$ cat src/hdl/snt_divider.sv
`timescale 1ns / 1ps
// ----------------------------------------------------------------------------
// snt_divider: signed 32 / unsigned 16 divider, one quotient bit per cycle
// Quotient truncates toward zero, like the mean of a gradient sum.
// ----------------------------------------------------------------------------
module snt_divider (
    input  logic               aclk,
    input  logic               aresetn,
    input  logic               start,
    input  logic signed [31:0] dividend,
    input  logic [15:0]        divisor,
    output logic               done,
    output logic signed [31:0] quotient
);
    logic [31:0] q_reg, q_next;
    logic [16:0] r_reg, r_next;
    logic [5:0]  cnt_reg, cnt_next;
    logic        neg_reg, neg_next;
    logic        busy_reg, busy_next;
    logic [15:0] d_reg, d_next;
    logic [16:0] trial;

    always_comb begin
        q_next = q_reg; r_next = r_reg; cnt_next = cnt_reg; neg_next = neg_reg;
        busy_next = busy_reg; d_next = d_reg; done = 1'b0;
        trial = {r_reg[15:0], q_reg[31]};
        if (start) begin
            // take magnitude; -2^31 magnitude fits 32 unsigned bits
            q_next = dividend[31] ? 32'(-dividend) : 32'(dividend);
            neg_next = dividend[31];
            r_next = '0; cnt_next = '0; busy_next = 1'b1; d_next = divisor;
        end else if (busy_reg) begin
            if (trial >= {1'b0, d_reg}) begin
                r_next = trial - {1'b0, d_reg};
                q_next = {q_reg[30:0], 1'b1};
            end else begin
                r_next = trial;
                q_next = {q_reg[30:0], 1'b0};
            end
            cnt_next = cnt_reg + 6'd1;
            if (cnt_reg == 6'd31) begin
                busy_next = 1'b0;
                done = 1'b1;
            end
        end
    end

    always_comb begin
        quotient = neg_reg ? $signed(-q_next) : $signed(q_next);
    end

    always_ff @(posedge aclk) begin
        if (!aresetn) begin
            busy_reg <= 1'b0;
            cnt_reg  <= '0;
        end else begin
            busy_reg <= busy_next;
            cnt_reg  <= cnt_next;
        end
        q_reg <= q_next; r_reg <= r_next; neg_reg <= neg_next; d_reg <= d_next;
    end
endmodule

$ cat config.mk
export PLATFORM = sky130hd
export DESIGN_NAME = snt_divider
export DESIGN_NICKNAME = d
export VERILOG_FILES = /design/src/hdl/snt_divider.sv
export SDC_FILE = /design/constraint.sdc
export NUM_CORES = 1
export LEC_CHECK = 0
export ABC_AREA = 1
export BUFFER_PORTS_ARGS = -buffer_cell sky130_fd_sc_hd__buf_4
export CORE_ASPECT_RATIO = 1.2
export CORE_UTILIZATION = 45
export CTS_CLUSTER_SIZE = 30
export DETAILED_ROUTE_END_ITERATION = 12
export PLACE_DENSITY = 0.65
export SYNTH_ARGS = -nofsm -noshare
export SYNTH_HDL_FRONTEND = slang
export SYNTH_SLANG_ARGS = --single-unit
$ cat constraint.sdc
create_clock -name aclk -period 8.3 [get_ports aclk]
set_input_delay 1.245 -clock aclk [delete_from_list [all_inputs] [get_ports aclk]]
set_output_delay 1.245 -clock aclk [all_outputs]
set_load 0.05 [all_outputs]
After elaboration in Yosys (flattened, before gate mapping). Cells that the tools add are included. Widths: inputs -> output; s select.

Add/subtract/negate cells: 4. $lt $le $gt $ge: 1. Eq/ne operators: 1. Muxes and demuxes: 12. Bitwise logic cells: 1. Reduce and logical (&&, ||, !) cells: 1.

Operators by type and width (count): $mux 32 (4); $neg 32->32 (2); $ge 17x16->1 (1); $mux 16 (1); $sub 16x16->16 (1); $mux 1 (7); $add 6x1->6 const B (1); $eq 6x5->1 const B (1); $reduce_or 2->1 (1); $not 1->1 (1).

Flip-flop bits (word level): 72. Output and inout port bits: 33.

Longest topological paths before layout.
Word-level depth: 6. Depth in mapped cells: 26. Gate-level depth less buffers: 26.

Worst setup path after synthesis. Ideal clock, no wire load.

Path type: input to output. From: input port start. To: output port quotient[24]. Arrival time: 3765 ps. Required time: 7055 ps. Path slack: 3290 ps. Cell stages on the path: 17. Buffers on the path: 3. Cells stage by stage: buf_2 buf_2 buf_2 nor2_1 nand2_1 nand2_1 inv_1 ha_1 nand2_1 a21oi_2 nand3_2 nor2_4 nand3_2 nor2_4 nand3_1 nand2_2 xor2_1.

Cells in the longest elaborated chain, start to end: 3.

Ends and longest elaborated chain: start, declared (line 9) `input logic start,`; $mux 32 (line 27) `if (start) begin`; net q_next[0] (line 15) `logic [31:0] q_reg, q_next;`; $neg 32->32 (line 49) `quotient = neg_reg ? $signed(-q_next) : $signed(q_next);`; $mux 32 (line 49); end, declared (line 13) `output logic signed [31:0] quotient`.

The timed path passes the listed nets, and every way through them passes these cells.

Worst setup path in the final report.
From: input port start. To: output port quotient[28].

Cells in the longest elaborated chain, start to end: 3.

Ends and longest elaborated chain (line): $mux 32 * (27); $neg 32->32 (49); $mux 32 * (49).

Mark *: on every way between the ends. The rest lies on a longest branch, timed or not.

==> results.md <==
* Antenna viol nets, final at 0
* Cell Area, Synth at 5740 sq um
* Clock skew at 7.81 ps
* Vias in the first global route at 5419
* CP most frequent cell: nand2_1
* Path type of the worst min-delay path: flip-flop to flip-flop
* Final wirelength at 15400 um
* Nets at 1047
* Synthesized instance count at 913
* Antenna cells at 0
* CTS tree: built
* DP Area at 6400 sq um
* Core Area at 12300 sq um
* Largest net degree at the start of global routing at 60
* Largest family of logic cells by synthesized area: simple AND/OR/NAND/NOR gates
* P&R area growth vs syn at 16.6%
* Top Usage Layer GRT: met2
* Synth top area cells: dfxtp_1 (19%), nand2_1 (16%), nand3_1 (9.5%)
* Crit Path Class: input pin to output pin
* Required @ worst endpoint at 7050 ps
* RSZ-0062 raised after global routing: false
* P_int at 0.784 mW
* Synth Area in Adders at 0.0449
* Worst-Margin Slew at 908 ps
* Vias per inst at 5.07
* Sequential group share of total power at 0.325
* Grt met2 use at 0.474
* Cell breakdown of the critical path: buf_4 > buf_4 > nor2_1 > nand2_1 > nand2_1 > inv_1 > ha_1 > nand2_1 > a21oi_2 > nand3_2 > nor2_4 > nand3_2 > nor2_4 > nand2_1 > nand2_1 > nand3_1 > nand2_1 > nand2_1 > inv_1 > buf_4
* Yosys warns at 0
* Leakage power at 3.38 nW
* Async SR Flop Fraction at 0
* XOR/XNOR Fraction of Synth Area at 0.0504
* CTS Sinks at 72
* All-Layer GR Usage at 0.240
* CTS root buffer: clkbuf_16
* Fill cells at 1279
* Synth top cells by count: nand2_1 (242), inv_1 (128), nand3_1 (109), nor2_1 (89), dfxtp_1 (55)
* First-pass GRT wire length at 25000 um
* Chip width at 105 um
* EDFF count, synth at 17
* Switching pwr at 0.488 mW
* Yosys cell types at 42
* Die H at 126 um
* Synthesized area per cell at 6.28 sq um
* Share of layout cells above drive strength 1 at 0.152
* Area leader, netlist: dfxtp_1
* HPWL after DPL at 11800 um
* Max FFs per register at 32
* GR Overflow Total at 0
* Clock share of power at 0.303
* Synth Net Count at 984
* Switch share at 0.384
* Mux contribution to synthesized area at 0
* Flops & latches, synth at 72
* TNS Setup at 0 ps
* Final setup viols at 0
* Synth top area share at 0.192
* Clock latency on the worst-skew pair at 340 ps
* Achievable clock frequency at 192 MHz
* CTS Buffer Depth at 2
* Post-Synth Simple-Gate Area at 0.380
* FF+latch area at 1610 sq um
* Io pins at 84
* Site row count at 44
* Crit path max fanout at 58
* CTS Buf Count at 9
* Max Cap Viol at 0
* Critical Path Start Type: input pin
* Final Hold Violating Endpoints at 0
* Fin area at 6690 sq um
* Vias at 5793
* Max-slew violations at 0
* Cts repair resizes at 0
* Post-layout minimum cycle time at 5220 ps
* Post-CTS Setup Inserts at 0
* Initial Util at 0.467
* Gate power share at 0.371
* GRT met3 Usage at 0.0440
* DRC at 0
* Buf/Inv on CP at 5
* Count leader, synth: nand2_1
* Pwr/cell area at 190 nW/um^2
* I/O Buffers at 83
* Final core utilization at 0.545
* DR iter-0 viols at 297
* Headroom to the max-slew limit at 0.395
* Initial antenna violation count at 0
* Slowest-stage cell, CP: buf_4
* Arrival time worst endpoint at 3970 ps
* Compound-Gate Fraction of Synth Area at 0.123
* M1 GR Usage at 0.243
* Router iterations before antenna repair at 6
* Max rail drop VDD at 0.130 mV
* H-tree lvl count at 3
* Gpl congestion at 0.883
* Crit path max-delay family: simple AND/OR/NAND/NOR gates
* Main synth FF type: dfxtp_1
* Drt wl/cell at 13.4 um
* CTS clk-pin slew, worst paths at 50 ps
* # hold bufs at CTS at 0
* Die area at 13200 sq um
* Final period util at 0.629
* Seq/Total Area, Yosys at 0.281
* Multi-input gate area at 3440 sq um
* Status: finished, final reports clean
* CP Capture Type: output pin
* Critical path's largest stage delay at 580 ps
==> cells by family after synthesis <==
logic type / Yosys count
XOR/XNOR: 33
AND/OR/NAND/NOR: 495
buffers and inverters: 169
adder cells (fa/ha/maj): 20
AO/OA/AOI/OAI: 124
flip-flops: 72
==> per-stage QoR <==
step	hold slack (ps)	power (mW)	setup WS (ps)	instances
floorplan	422	0.763	3290	913
global placement	443	0.892	3140	1126
detailed placement	441	0.892	3070	1126
CTS	457	1.28	3080	1142
global route	496	1.34	2750	1142
finish	459	1.27	3080	1142
==> cell usage in the layout, fill, tap and decap left out, drive strengths merged, types with 8 or more instances in the layout <==
cell type and instances:
xor2 27, inv 134, nand4 8, o21ai 49, dfxtp 55, buf 85
ha 19, o211ai 11, nand2 254, a21oi 46, clkbuf 13, nand3 115
nor2 106, edfxtp 17
==> worst paths after layout <==
| check | cells after the start | slack (ps) | start | end |
|---|---|---|---|---|
| setup / recovery | 20 | 3080 | start | quotient[28] |
| hold / removal | 1 | 460 | cnt_reg[5]$_SDFFE_PP0P_ | cnt_reg[5]$_SDFFE_PP0P_ |
| setup reg to reg | 12 | 5510 | d_reg[5]$_DFFE_PP_ | r_reg[3]$_SDFFE_PP0P_ |
| hold reg to reg | 1 | 460 | cnt_reg[5]$_SDFFE_PP0P_ | cnt_reg[5]$_SDFFE_PP0P_ |
==> cell type report <==
type / count / area share
Multi-Input combinational cell: 672 / 0.513
Sequential cell: 72 / 0.241
Timing Repair Buffer: 85 / 0.0954
Inverter: 136 / 0.0765
Clock buffer: 13 / 0.0374
Tap cell: 161 / 0.0301
Clock inverter: 3 / 0.00617
==> power by group through the flow <==
stage          clock (mW)  sequential, mW  combinational [mW]
2_1_floorplan           0           0.412               0.350
3_3_place_gp            0           0.420               0.472
3_5_place_dp            0           0.420               0.472
4_1_cts             0.392           0.413               0.475
5_1_grt             0.405           0.417               0.517
6_report            0.386           0.414               0.472
==> metal layers <==
layer | routed length, um | vias up | share of wire
met5 | 0 | - | 0
met4 | 532 | 0 | 0.035
met3 | 448 | 39 | 0.029
met2 | 8260 | 112 | 0.54
met1 | 6100 | 2590 | 0.40
li1 | - | 3052 | -
Note: power is estimated with default switching activity, not from simulation.
